`src/hw/rtl/tree_release_cover_select_top_assert.svh`:
```
// assertion macros used by the cover-select sequencer rtl
`ifndef TREE_RELEASE_COVER_SELECT_TOP_ASSERT_SVH
`define TREE_RELEASE_COVER_SELECT_TOP_ASSERT_SVH

`ifndef SYNTHESIS
// same-cycle implication, disabled during reset
`define TRCS_ASSERT_IMP(label, clk, rst_n, ante, cons, msg) \
    label: assert property (@(posedge clk) disable iff (!(rst_n)) (ante) |-> (cons)) \
        else $error(msg);
// next-cycle implication, disabled during reset
`define TRCS_ASSERT_NXT(label, clk, rst_n, ante, cons, msg) \
    label: assert property (@(posedge clk) disable iff (!(rst_n)) (ante) |=> (cons)) \
        else $error(msg);
`else
`define TRCS_ASSERT_IMP(label, clk, rst_n, ante, cons, msg)
`define TRCS_ASSERT_NXT(label, clk, rst_n, ante, cons, msg)
`endif

`endif

```
`src/hw/rtl/trcs_pkg.sv`:
```
// shared types and constants for the tree cover-select block
`timescale 1ns / 1ps
`default_nettype none

package trcs_pkg;

    // fixed field widths
    localparam int MASK_W      = 64;
    localparam int NODE_W      = 7;
    localparam int ORD_W       = 5;
    localparam int DEPTH_W     = 3;
    localparam logic [DEPTH_W-1:0] DEPTH_RESET = 3'd6;

    // commands from the sequencer to the level unit
    typedef struct packed {
        logic load_in;
        logic reload;
        logic fold;
        logic make_par;
        logic shift_cur;
        logic shift_par;
    } t_lvl_cmd;

    // bits the level unit shows to the sequencer
    typedef struct packed {
        logic cur_bit;
        logic par_bit;
    } t_lvl_stat;

endpackage

`default_nettype wire

```
`src/hw/rtl/trcs_ifs.sv`:
```
// valid/ready channel interfaces for mask words and result words
`timescale 1ns / 1ps
`default_nettype none

interface trcs_in_if;
    logic                       valid;
    logic                       ready;
    logic [trcs_pkg::MASK_W-1:0] leaf_hidden_mask;

    modport source (output valid, output leaf_hidden_mask, input ready);
    modport sink   (input valid, input leaf_hidden_mask, output ready);
endinterface

interface trcs_out_if;
    logic                       valid;
    logic                       ready;
    logic [trcs_pkg::NODE_W-1:0] node_index;
    logic [trcs_pkg::ORD_W-1:0]  release_ordinal;
    logic                       none_released;
    logic                       last_of_run;

    modport source (output valid, output node_index, output release_ordinal,
                    output none_released, output last_of_run, input ready);
    modport sink   (input valid, input node_index, input release_ordinal,
                    input none_released, input last_of_run, output ready);
endinterface

`default_nettype wire

```
`src/hw/rtl/trcs_level_unit.sv`:
```
// shared pair-fold unit holding the mask, the current level and its parent level
`timescale 1ns / 1ps
`default_nettype none

module trcs_level_unit #(
    parameter int MAX_DEPTH = 6
) (
    input  logic                          i_clk,
    input  logic [trcs_pkg::MASK_W-1:0]   i_mask,
    input  logic [trcs_pkg::DEPTH_W-1:0]  i_depth,
    input  trcs_pkg::t_lvl_cmd            i_cmd,
    output trcs_pkg::t_lvl_stat           o_stat
);
    import trcs_pkg::*;

    localparam int LEAVES = 1 << MAX_DEPTH;
    localparam int CNT_W  = MAX_DEPTH + 1;

    // or adjacent pairs: one tree level up, upper half cleared
    function automatic logic [LEAVES-1:0] fold_pairs(input logic [LEAVES-1:0] v);
        logic [LEAVES-1:0] f;
        f = '0;
        for (int p = 0; p < LEAVES / 2; p++) begin
            f[p] = v[2*p] | v[2*p+1];
        end
        return f;
    endfunction

    logic [LEAVES-1:0] r_mask;
    logic [LEAVES-1:0] r_cur;
    logic [LEAVES-1:0] r_par;
    logic [CNT_W-1:0]  leaf_cnt;
    logic [LEAVES-1:0] leaf_keep;
    logic [LEAVES-1:0] masked_in;

    // drop flags above the leaf count
    assign leaf_cnt  = CNT_W'(1) << i_depth;
    assign leaf_keep = ~({LEAVES{1'b1}} << leaf_cnt);
    assign masked_in = i_mask[LEAVES-1:0] & leaf_keep;

    // mask capture and level registers
    always_ff @(posedge i_clk) begin
        if (i_cmd.load_in) begin
            r_mask <= masked_in;
            r_cur  <= masked_in;
        end else if (i_cmd.reload) begin
            r_cur  <= r_mask;
        end else if (i_cmd.fold) begin
            r_cur  <= fold_pairs(r_cur);
        end else if (i_cmd.shift_cur) begin
            r_cur  <= r_cur >> 1;
        end

        if (i_cmd.make_par) begin
            r_par <= fold_pairs(r_cur);
        end else if (i_cmd.shift_par) begin
            r_par <= r_par >> 1;
        end
    end

    assign o_stat.cur_bit = r_cur[0];
    assign o_stat.par_bit = r_par[0];

endmodule

`default_nettype wire

```
`src/hw/rtl/trcs_ctrl.sv`:
```
// sequencer: config register, level/position walk, hold slot and output word register
`timescale 1ns / 1ps
`default_nettype none

`include "tree_release_cover_select_top_assert.svh"

module trcs_ctrl #(
    parameter int MAX_DEPTH = 6
) (
    input  logic                          i_clk,
    input  logic                          i_rst_n,
    input  logic                          i_cfg_wr_en,
    input  logic [trcs_pkg::DEPTH_W-1:0]  i_cfg_wr_data,
    input  logic                          i_in_valid,
    output logic                          o_in_ready,
    output logic                          o_out_valid,
    input  logic                          i_out_ready,
    output logic [trcs_pkg::NODE_W-1:0]   o_node_index,
    output logic [trcs_pkg::ORD_W-1:0]    o_release_ordinal,
    output logic                          o_none_released,
    output logic                          o_last_of_run,
    output logic [trcs_pkg::DEPTH_W-1:0]  o_depth,
    output trcs_pkg::t_lvl_cmd            o_cmd,
    input  trcs_pkg::t_lvl_stat           i_stat
);
    import trcs_pkg::*;

    localparam int POS_W = MAX_DEPTH;

    typedef enum logic [3:0] {
        S_IDLE  = 4'b0001,
        S_FOLD  = 4'b0010,
        S_SCAN  = 4'b0100,
        S_FLUSH = 4'b1000
    } t_state;

    t_state              r_state, n_state;
    logic [DEPTH_W-1:0]  r_tree_depth;
    logic [DEPTH_W-1:0]  r_level, n_level;
    logic [DEPTH_W-1:0]  r_fold_cnt, n_fold_cnt;
    logic [POS_W-1:0]    r_pos, n_pos;
    logic [ORD_W-1:0]    r_count, n_count;
    logic                r_hold_vld, n_hold_vld;
    logic [NODE_W-1:0]   r_hold_idx, n_hold_idx;
    logic [ORD_W-1:0]    r_hold_ord, n_hold_ord;
    logic                r_out_vld;
    logic [NODE_W-1:0]   r_out_idx, n_out_idx;
    logic [ORD_W-1:0]    r_out_ord, n_out_ord;
    logic                r_out_none, n_out_none;
    logic                r_out_last, n_out_last;

    logic [DEPTH_W-1:0]  eff_depth;
    logic [POS_W:0]      level_span;
    logic [POS_W-1:0]    last_pos;
    logic [NODE_W-1:0]   node_idx;
    logic                qualify;
    logic                out_free;
    logic                out_load;
    logic                stall;
    t_lvl_cmd            cmd;

    // clamp the configured depth into 1..MAX_DEPTH
    always_comb begin
        if (r_tree_depth == '0) begin
            eff_depth = DEPTH_W'(1);
        end else if (r_tree_depth > DEPTH_W'(MAX_DEPTH)) begin
            eff_depth = DEPTH_W'(MAX_DEPTH);
        end else begin
            eff_depth = r_tree_depth;
        end
    end

    // position decode within the current level
    assign level_span = (POS_W + 1)'(1) << r_level;
    assign last_pos   = POS_W'(level_span - (POS_W + 1)'(1));
    assign node_idx   = NODE_W'(level_span - (POS_W + 1)'(1)) + NODE_W'(r_pos);
    assign qualify    = !i_stat.cur_bit && i_stat.par_bit;
    assign out_free   = !r_out_vld || i_out_ready;
    assign stall      = qualify && r_hold_vld && !out_free;

    // next-state logic
    always_comb begin
        n_state    = r_state;
        n_level    = r_level;
        n_fold_cnt = r_fold_cnt;
        n_pos      = r_pos;
        n_count    = r_count;
        n_hold_vld = r_hold_vld;
        n_hold_idx = r_hold_idx;
        n_hold_ord = r_hold_ord;
        n_out_idx  = r_out_idx;
        n_out_ord  = r_out_ord;
        n_out_none = r_out_none;
        n_out_last = r_out_last;
        out_load   = 1'b0;
        cmd        = '0;
        case (r_state)
            S_IDLE: begin
                if (i_in_valid) begin
                    cmd.load_in = 1'b1;
                    n_level     = DEPTH_W'(1);
                    n_fold_cnt  = eff_depth - DEPTH_W'(1);
                    n_count     = '0;
                    n_hold_vld  = 1'b0;
                    n_state     = S_FOLD;
                end
            end
            S_FOLD: begin
                if (r_fold_cnt != '0) begin
                    cmd.fold   = 1'b1;
                    n_fold_cnt = r_fold_cnt - DEPTH_W'(1);
                end else begin
                    cmd.make_par = 1'b1;
                    n_pos        = '0;
                    n_state      = S_SCAN;
                end
            end
            S_SCAN: begin
                if (!stall) begin
                    // a new find pushes the held word out as not-last
                    if (qualify) begin
                        if (r_hold_vld) begin
                            out_load   = 1'b1;
                            n_out_idx  = r_hold_idx;
                            n_out_ord  = r_hold_ord;
                            n_out_none = 1'b0;
                            n_out_last = 1'b0;
                        end
                        n_hold_vld = 1'b1;
                        n_hold_idx = node_idx;
                        n_hold_ord = r_count;
                        n_count    = r_count + ORD_W'(1);
                    end
                    cmd.shift_cur = 1'b1;
                    cmd.shift_par = r_pos[0];
                    if (r_pos == last_pos) begin
                        if (r_level == eff_depth) begin
                            n_state = S_FLUSH;
                        end else begin
                            cmd.reload = 1'b1;
                            n_level    = r_level + DEPTH_W'(1);
                            n_fold_cnt = eff_depth - r_level - DEPTH_W'(1);
                            n_state    = S_FOLD;
                        end
                    end else begin
                        n_pos = r_pos + POS_W'(1);
                    end
                end
            end
            S_FLUSH: begin
                if (out_free) begin
                    out_load   = 1'b1;
                    n_out_last = 1'b1;
                    n_out_none = !r_hold_vld;
                    n_out_idx  = r_hold_vld ? r_hold_idx : '0;
                    n_out_ord  = r_hold_vld ? r_hold_ord : '0;
                    n_hold_vld = 1'b0;
                    n_state    = S_IDLE;
                end
            end
            default: begin
                n_state = S_IDLE;
            end
        endcase
    end

    // control registers
    always_ff @(posedge i_clk) begin
        if (!i_rst_n) begin
            r_state      <= S_IDLE;
            r_tree_depth <= DEPTH_RESET;
            r_hold_vld   <= 1'b0;
            r_out_vld    <= 1'b0;
        end else begin
            r_state    <= n_state;
            r_hold_vld <= n_hold_vld;
            if (i_cfg_wr_en) begin
                r_tree_depth <= i_cfg_wr_data;
            end
            if (out_load) begin
                r_out_vld <= 1'b1;
            end else if (i_out_ready) begin
                r_out_vld <= 1'b0;
            end
        end
    end

    // walk counters and payload registers
    always_ff @(posedge i_clk) begin
        r_level    <= n_level;
        r_fold_cnt <= n_fold_cnt;
        r_pos      <= n_pos;
        r_count    <= n_count;
        r_hold_idx <= n_hold_idx;
        r_hold_ord <= n_hold_ord;
        r_out_idx  <= n_out_idx;
        r_out_ord  <= n_out_ord;
        r_out_none <= n_out_none;
        r_out_last <= n_out_last;
    end

    assign o_in_ready        = (r_state == S_IDLE);
    assign o_out_valid       = r_out_vld;
    assign o_node_index      = r_out_idx;
    assign o_release_ordinal = r_out_ord;
    assign o_none_released   = r_out_none;
    assign o_last_of_run     = r_out_last;
    assign o_depth           = eff_depth;
    assign o_cmd             = cmd;

    // checks
    `TRCS_ASSERT_IMP(a_none_word_clean, i_clk, i_rst_n, r_out_vld && r_out_none, r_out_last && (r_out_idx == '0) && (r_out_ord == '0), "empty word carries data")
    `TRCS_ASSERT_IMP(a_level_range, i_clk, i_rst_n, (r_state == S_SCAN) || (r_state == S_FOLD), (r_level != '0) && (r_level <= eff_depth), "level outside tree")
    `TRCS_ASSERT_IMP(a_pos_range, i_clk, i_rst_n, r_state == S_SCAN, (POS_W + 1)'(r_pos) < level_span, "position past end of level")
    `TRCS_ASSERT_NXT(a_flush_ends_run, i_clk, i_rst_n, (r_state == S_FLUSH) && out_free, r_out_vld && r_out_last && (r_state == S_IDLE) && !r_hold_vld, "flush did not close the run")

endmodule

`default_nettype wire

```
`src/hw/rtl/tree_release_cover_select_top.sv`:
```
// walk: one fold unit rebuilds each level from the leaves, then a scan visits one node per
// cycle unless a new find meets a full hold slot and a full output register; the final result
// word also waits while the result side holds ready low
// a new mask word is taken only in idle, after the previous run's last word is loaded;
// results leave at most one per cycle
// reset: synchronous active-low i_rst_n; depth register returns to 6, walk and output idle
`timescale 1ns / 1ps
`default_nettype none

module tree_release_cover_select_top #(
    parameter int MAX_DEPTH = 6
) (
    input  logic                          i_clk,
    input  logic                          i_rst_n,
    input  logic                          i_cfg_wr_en,
    input  logic [trcs_pkg::DEPTH_W-1:0]  i_cfg_wr_data,
    trcs_in_if.sink                       i_in,
    trcs_out_if.source                    o_out
);
    import trcs_pkg::*;

    t_lvl_cmd            lvl_cmd;
    t_lvl_stat           lvl_stat;
    logic [DEPTH_W-1:0]  eff_depth;

    // level builder
    trcs_level_unit #(
        .MAX_DEPTH (MAX_DEPTH)
    ) u_level (
        .i_clk   (i_clk),
        .i_mask  (i_in.leaf_hidden_mask),
        .i_depth (eff_depth),
        .i_cmd   (lvl_cmd),
        .o_stat  (lvl_stat)
    );

    // sequencer and output word register
    trcs_ctrl #(
        .MAX_DEPTH (MAX_DEPTH)
    ) u_ctrl (
        .i_clk             (i_clk),
        .i_rst_n           (i_rst_n),
        .i_cfg_wr_en       (i_cfg_wr_en),
        .i_cfg_wr_data     (i_cfg_wr_data),
        .i_in_valid        (i_in.valid),
        .o_in_ready        (i_in.ready),
        .o_out_valid       (o_out.valid),
        .i_out_ready       (o_out.ready),
        .o_node_index      (o_out.node_index),
        .o_release_ordinal (o_out.release_ordinal),
        .o_none_released   (o_out.none_released),
        .o_last_of_run     (o_out.last_of_run),
        .o_depth           (eff_depth),
        .o_cmd             (lvl_cmd),
        .i_stat            (lvl_stat)
    );

endmodule

`default_nettype wire
```
`src/flat_wrapper.sv`:
```
// flat-port wrapper written by rule: the top's interface ports become plain ports
module tree_release_cover_select_top_flat import trcs_pkg::*;
#(
    parameter int MAX_DEPTH = 6
)
  (i_clk, i_rst_n, i_cfg_wr_en, i_cfg_wr_data, i_in_valid, i_in_leaf_hidden_mask, i_in_ready, o_out_valid, o_out_node_index, o_out_release_ordinal, o_out_none_released, o_out_last_of_run, o_out_ready);
  trcs_in_if i_in_i ();
  trcs_out_if o_out_i ();
  input  logic i_clk;
  input  logic i_rst_n;
  input  logic i_cfg_wr_en;
  input  logic [trcs_pkg::DEPTH_W-1:0] i_cfg_wr_data;
  input wire logic [$bits(i_in_i.valid)-1:0] i_in_valid;
  input wire logic [$bits(i_in_i.leaf_hidden_mask)-1:0] i_in_leaf_hidden_mask;
  output wire logic [$bits(i_in_i.ready)-1:0] i_in_ready;
  output wire logic [$bits(o_out_i.valid)-1:0] o_out_valid;
  output wire logic [$bits(o_out_i.node_index)-1:0] o_out_node_index;
  output wire logic [$bits(o_out_i.release_ordinal)-1:0] o_out_release_ordinal;
  output wire logic [$bits(o_out_i.none_released)-1:0] o_out_none_released;
  output wire logic [$bits(o_out_i.last_of_run)-1:0] o_out_last_of_run;
  input wire logic [$bits(o_out_i.ready)-1:0] o_out_ready;
  assign i_in_i.valid = i_in_valid;
  assign i_in_i.leaf_hidden_mask = i_in_leaf_hidden_mask;
  assign i_in_ready = i_in_i.ready;
  assign o_out_valid = o_out_i.valid;
  assign o_out_node_index = o_out_i.node_index;
  assign o_out_release_ordinal = o_out_i.release_ordinal;
  assign o_out_none_released = o_out_i.none_released;
  assign o_out_last_of_run = o_out_i.last_of_run;
  assign o_out_i.ready = o_out_ready;
  tree_release_cover_select_top #(.MAX_DEPTH(MAX_DEPTH)) u_core (.i_clk(i_clk), .i_rst_n(i_rst_n), .i_cfg_wr_en(i_cfg_wr_en), .i_cfg_wr_data(i_cfg_wr_data), .i_in(i_in_i), .o_out(o_out_i));
endmodule
```
`config.mk`:
```
export PLATFORM = sky130hd
export DESIGN_NAME = tree_release_cover_select_top_flat
export DESIGN_NICKNAME = d
export VERILOG_FILES = /design/src/hw/rtl/trcs_pkg.sv /design/src/hw/rtl/trcs_ifs.sv /design/src/hw/rtl/trcs_level_unit.sv /design/src/hw/rtl/trcs_ctrl.sv /design/src/hw/rtl/tree_release_cover_select_top.sv /design/src/flat_wrapper.sv
export VERILOG_INCLUDE_DIRS = /design/src /design/src/hw/rtl
export SDC_FILE = /design/constraint.sdc
export NUM_CORES = 1
export LEC_CHECK = 0
export BUFFER_PORTS_ARGS = -buffer_cell sky130_fd_sc_hd__buf_2
export CORE_UTILIZATION = 60
export CTS_CLUSTER_DIAMETER = 120
export DETAILED_ROUTE_END_ITERATION = 16
export GPL_TIMING_DRIVEN = 0
export PLACE_DENSITY = 0.86
export REMOVE_ABC_BUFFERS = 1
export SYNTH_ARGS = -nofsm -noshare
export SYNTH_HDL_FRONTEND = slang
export SYNTH_SLANG_ARGS = --single-unit
```
`constraint.sdc`:
```
create_clock -name i_clk -period 6.22 [get_ports i_clk]
set_input_delay 0.622 -clock i_clk [delete_from_list [all_inputs] [get_ports i_clk]]
set_output_delay 0.622 -clock i_clk [all_outputs]
set_load 0.01 [all_outputs]
```
# ---- After elaboration in Yosys (flattened, before gate mapping)
# Index checks and enable logic that the tools add are counted.
dict set report totals {
  ff_bits 212
  inputBits 72
  output_inout_bits 16
  word_cells 183
}
dict set report op_classes {
  add_sub_neg 9
  order_cmp 1
  eq_ne 16
  shift 3
  muxes 76
  bitwise_logic 35
  reduce_logical 26
}
# op n
set ops {}
lappend ops {{two-way mux 64 bit} 4}
lappend ops {{AND 64 bit} 1}
lappend ops {{two-way mux 32 bit} 2}
lappend ops {{NOT 64 bit} 1}
lappend ops {{left shift 64 x 7 -> 64 bit, first input constant} 1}
lappend ops {{two-way mux 5 bit} 8}
lappend ops {{two-way mux 7 bit} 5}
lappend ops {{two-way mux 3 bit} 11}
lappend ops {{OR 1 bit} 32}
lappend ops {{two-way mux 4 bit} 6}
lappend ops {{two-way mux 1 bit} 23}
lappend ops {{inequality test 2 bit, second input constant} 10}
lappend ops {{case mux 5 bit (2 select lines)} 2}
lappend ops {{AND reduction 5 bit} 4}
lappend ops {{two-way mux 6 bit} 3}
lappend ops {{case mux 4 bit (4 select lines)} 1}
lappend ops {{case mux 7 bit (2 select lines)} 1}
lappend ops {{left shift 1 x 3 -> 7 bit, first input constant} 2}
lappend ops {{case mux 6 bit (2 select lines)} 1}
lappend ops {{nonzero test 2 bit} 5}
lappend ops {{case mux 3 bit (3 select lines)} 1}
lappend ops {{nonzero test 3 bit} 3}
lappend ops {{subtractor 3 x 1 -> 3 bit, second input constant} 3}
lappend ops {{AND reduction 4 bit} 2}
lappend ops {{25 further kinds} 34}

# ---- Longest topological paths before layout
dict set report depth {
  word_depth 10
  ltp_mapped 15
  ltp_nobuf 13
}

# ---- Cells and area by module
# A second synthesis with hierarchy kept.
dict set report hier_totals {
  hier_cells 847
  area_unflattened_um2 10188.5
}
# module instances cells_per_inst area_per_inst_um2 seq_area_each_um2
set by_module_without_submodules {}
lappend by_module_without_submodules {trcs_level_unit 1 614 7403.4 4804.6}
lappend by_module_without_submodules {trcs_ctrl 1 233 2785.2 1471.4}

# ---- Worst setup path before layout
# OpenSTA, ideal clock, no wires.
dict set report synth_timing {
  path_type {register -> register}
  startpoint {register u_core.u_ctrl.r_state[2]}
  endpoint {register u_core.u_level.r_cur[0] (enable)}
  setup_time_ns 0.424
  arrival_time_ns 3.024
  required_ns 5.796
  setup_slack_ns 2.771
  path_stages_with_launch 7
  path_buffers 3
  synth_period_minus_slack_ns 3.449
  path_cell_list {dfxtp_1 > buf_2 > nor4b_4 > and2b_1 > buf_4 > clkbuf_1 > or3_1}
}
dict set report synth_via {
  elab_chain_cells 3
  word_cells_on_any_way 8
  cone_classes {3 x eq/ne; 4 x mux; 1 x reduce/logical}
}
# item line
set synth_rtl {}
lappend synth_rtl {{start: declaration} trcs_ctrl.sv:37} ;# t_state r_state, n_state;
lappend synth_rtl {{start signal: assignment} trcs_ctrl.sv:175} ;# r_state <= n_state;
lappend synth_rtl {{equality test 4 x 3 -> 1 bit, or another cell as far along} trcs_ctrl.sv:97} ;# case (r_state)
lappend synth_rtl {{two-way mux 2 bit or two-way mux 1 bit (tied branches)} trcs_ctrl.sv:97}
lappend synth_rtl {{nonzero test 4 bit (no line) (*)} --}
lappend synth_rtl {{end signal: assignment} trcs_level_unit.sv:47} ;# r_cur <= r_mask;
lappend synth_rtl {{end signal: assignment} trcs_level_unit.sv:49} ;# r_cur <= fold_pairs(r_cur);
lappend synth_rtl {{end signal: assignment} trcs_level_unit.sv:51} ;# r_cur <= r_cur >> 1;
lappend synth_rtl {{end: declaration} trcs_level_unit.sv:30} ;# logic [LEAVES-1:0] r_cur;
# Mark *: on every way between the ends. The rest lies on a longest branch, timed or not.
# A chain may end at the register's enable or synchronous reset.

# ---- Worst setup path in the final report
dict set report layout_timing {
  startpoint {register u_core.u_ctrl.r_level[0]}
  endpoint {register u_core.u_level.r_cur[9] (data pin)}
}
dict set report layout_via {
  elab_chain_cells 8
  word_cells_on_any_way 10
  cone_classes {1 x add/sub; 2 x eq/ne; 1 x shift; 6 x mux}
}
# item line
set layout_rtl {}
lappend layout_rtl {{start: declaration} trcs_ctrl.sv:39} ;# logic [DEPTH_W-1:0] r_level, n_level;
lappend layout_rtl {{start signal: assignment} trcs_ctrl.sv:190} ;# r_level <= n_level;
lappend layout_rtl {{left shift 1 x 3 -> 7 bit} trcs_ctrl.sv:74} ;# assign level_span = (POS_W + 1)'(1) << r_level;
lappend layout_rtl {{subtractor 7 x 1 -> 7 bit} --}
lappend layout_rtl {{equality test 6 bit} trcs_ctrl.sv:136} ;# if (r_pos == last_pos) begin
lappend layout_rtl {{two-way mux 1 bit (*)} trcs_ctrl.sv:136}
lappend layout_rtl {{two-way mux 1 bit (*)} trcs_ctrl.sv:119} ;# if (!stall) begin
lappend layout_rtl {{two-way mux 1 bit (*)} trcs_ctrl.sv:97}
lappend layout_rtl {{two-way mux 64 bit (*)} trcs_level_unit.sv:46} ;# end else if (i_cmd.reload) begin
lappend layout_rtl {{two-way mux 64 bit (*)} trcs_level_unit.sv:43} ;# if (i_cmd.load_in) begin
lappend layout_rtl {{end signal: assignment} trcs_level_unit.sv:45} ;# r_cur <= masked_in;
lappend layout_rtl {{end signal: assignment} trcs_level_unit.sv:47}
lappend layout_rtl {{end signal: assignment} trcs_level_unit.sv:49}
# Marks and branches as above.

==> run metrics <==
initial antenna violation count 0; IR drop worst, VDD approximately 0.22 mV; CP Buf/Inv Count 1; DR DRC count 0; outcome finished clean; IO Count 88; post-synthesis register bit count between 200 and 250; crit-path most repeated cell ha_1; Synth top cells by count edfxtp_1 (203), nand2_1 (142), nor2_1 (90); minimum clock period after layout 4.32 ns; Max Buffers Root-to-Sink 3; clock root buffer clkbuf_16; clock sink count 212; hold_buf cts 0; Multi-input gate area about 3600 um^2; max_cap viols 0; global route total overflow 0; unrepaired setup endpoints after global routing false; die height ~130 um; fraction of registers with async set/reset 0; worst hold-check path type in2reg; Port Buf Inserts 87; CTS tree built; first-pass GRT wire length 34300 um; crit path capture type flip-flop; layout cells sized above 1 0.145; Synth area leaders edfxtp_1 (60%), nand2_1 (5.2%), mux2i_1 (3.5%); Mapped Avg Cell Area between 10 and 15 um^2; clock latency on the worst-skew pair 0.50 ns; H-tree Lvls 1; DRT iter0 DRCs ~740; sequential cell area roughly 6300 um^2; Final setup viols 0; Post-CTS Setup Inserts 0; post-cts resize count 0; Die Wd about 130 um; Worst EP arrival ~4.7 ns; row cnt 47; gpl congestion 0.851; Slew @ Worst Pin 1.29 ns; register area share after synthesis 0.614; Power Density roughly 330 nW/um^2; most common flop cell mapped by yosys edfxtp_1; cell accounting for the most synthesized area edfxtp_1; Initial Util 0.616; fin crit share 0.695; via count approximately 7000; Slowest-stage cell, CP and3_2; cell total after placement 1151; Syn Std Cell Area slightly above 10000 um^2; final net count approximately 1000; max frequency around 0.23 GHz; CTS Buf Count 23; ANT cells 0; pin count of the biggest net entering global routing between 70 and 80; Cells after Synth about 900; Wirelength per Cell around 17 um; via/cell ratio between 5 and 6; Synth top area share 0.597; Clk pin slew, worst setup/hold paths about 0.07 ns; Fin. Hold Viols 0; CP required 6.55 ns; leakage power ~4.4 nW; WL final approximately 21000 um; worst path cell trace inv_1, ha_1, nand2_1, ha_1, nor2b_1, nand3_1, o21ai_0, ha_1, or4_1, nor3_1, and3_2, nand2_1, a31oi_1; clk_skew approximately 0.011 ns; first-pass detailed-route iteration total 5; Yosys Warn Count 0; die area about 18000 um^2; area grow syn2layout 12.5%; Post-synth EDFFs ~200; post-route core utilization 0.693; fin. max-slew vios 0; vias in the first global route between 6000 and 7000; max incr delay on CP just under 0.8 ns; most frequent cell after synthesis edfxtp_1; Cell Count, Final, Fillers Out approximately 1200; Total GRT Usage 0.245; Top delay family on crit path simple AND/OR/NAND/NOR gates; worst setup path class reg2reg; crit-path max FO 33; DP HPWL around 13000 um; post-synth cell types 47; number of fill cells 1151; core area 16600 um^2; ANT nets after route 0; startpoint class of the critical path flip-flop; Worst slew margin 0.138
==> state kept, by name, indices dropped and copies added (netlist names), 5 cells and up <==
name and flops:
u_core.u_level.r_cur 64, u_core.u_ctrl.r_count 5, u_core.u_level.r_par 32, u_core.u_ctrl.o_release_ordinal 5
u_core.u_ctrl.r_hold_idx 7, u_core.u_ctrl.r_pos 6, u_core.u_level.r_mask 64, u_core.u_ctrl.r_hold_ord 5
u_core.u_ctrl.o_node_index 7
==> kinds of logic after synthesis <==
kind of cell    after synthesis  synth area share
simple gates                381             0.179
flops                       212             0.614
compound gates              162            0.0968
buf+inv                      69            0.0334
mux                          37            0.0364
xor+xnor                     19            0.0163
fa+ha+maj                    19            0.0240
==> placed cells by master (no fill, tap or decap), types with 12 or more instances in the layout <==
cell       instances
and3_1            33
nand2_1          139
clkbuf_16         23
and2_1            32
o211ai_1          32
a31oi_1           32
o21ai_1           28
buf_2             87
mux2i_1           36
nor2_1            90
o21ai_0           41
nor2b_1           52
a21oi_1           12
ha_1              18
edfxtp_1         203
==> report_power, final <==
group	internal, mW	switching (mW)
clock network	0.736	0.543
logic	0.228	0.346
registers	1.81	0.0896
==> path summary, 6_finish.rpt <==
check	start	end	slack, ns	cells after the start
worst max-delay path	u_core.u_ctrl.r_level[0]$_SDFFCE_PN1P_	u_core.u_level.r_cur[9]$_DFFE_PP_	1.90	13
worst min-delay path	i_in_leaf_hidden_mask[0]	u_core.u_level.r_mask[0]$_DFFE_PP_	0.32	1
worst min register to register	u_core.u_ctrl.r_count[4]$_SDFFCE_PN0P_	u_core.u_ctrl.r_hold_ord[4]$_DFFE_PP_	0.48	0
worst max register to register	u_core.u_ctrl.r_level[0]$_SDFFCE_PN1P_	u_core.u_level.r_cur[9]$_DFFE_PP_	1.90	13
==> cell type report <==
type                    count  area share
flip-flops and latches    212       0.546
multi-input cells         618       0.316
clock buffers              29      0.0529
repair buffers             93      0.0492
well taps                 220      0.0240
clock inverters            13     0.00839
inverters                   8     0.00283
==> stage by stage <==
step / area, um^2 / setup TNS, ns / setup slack, ns / power (mW) / hold WS (ns)
2_1_floorplan: 9900 / -19.72 / -0.308 / 2.31 / 0.448
3_3_place_gp: 10600 / -198.87 / -2.60 / 2.46 / 0.460
3_5_place_dp: 10800 / 0 / 1.95 / 2.49 / 0.463
4_1_cts: 11500 / 0 / 1.91 / 3.76 / 0.310
5_1_grt: 11500 / 0 / 1.57 / 3.91 / 0.309
6_report: 11500 / 0 / 1.90 / 3.75 / 0.320
==> routing by layer <==
layer / wire, um / vias to the layer above / part of all wire / track usage
met1: 8740 / 3353 / 0.42 / 0.331
met5: 0 / - / 0 / 0
met3: 1320 / 41 / 0.064 / 0.0352
met2: 10300 / 264 / 0.49 / 0.411
met4: 439 / 0 / 0.021 / 0.0824
li1: - / 3343 / - / -
(Power assumes the default switching activity.)
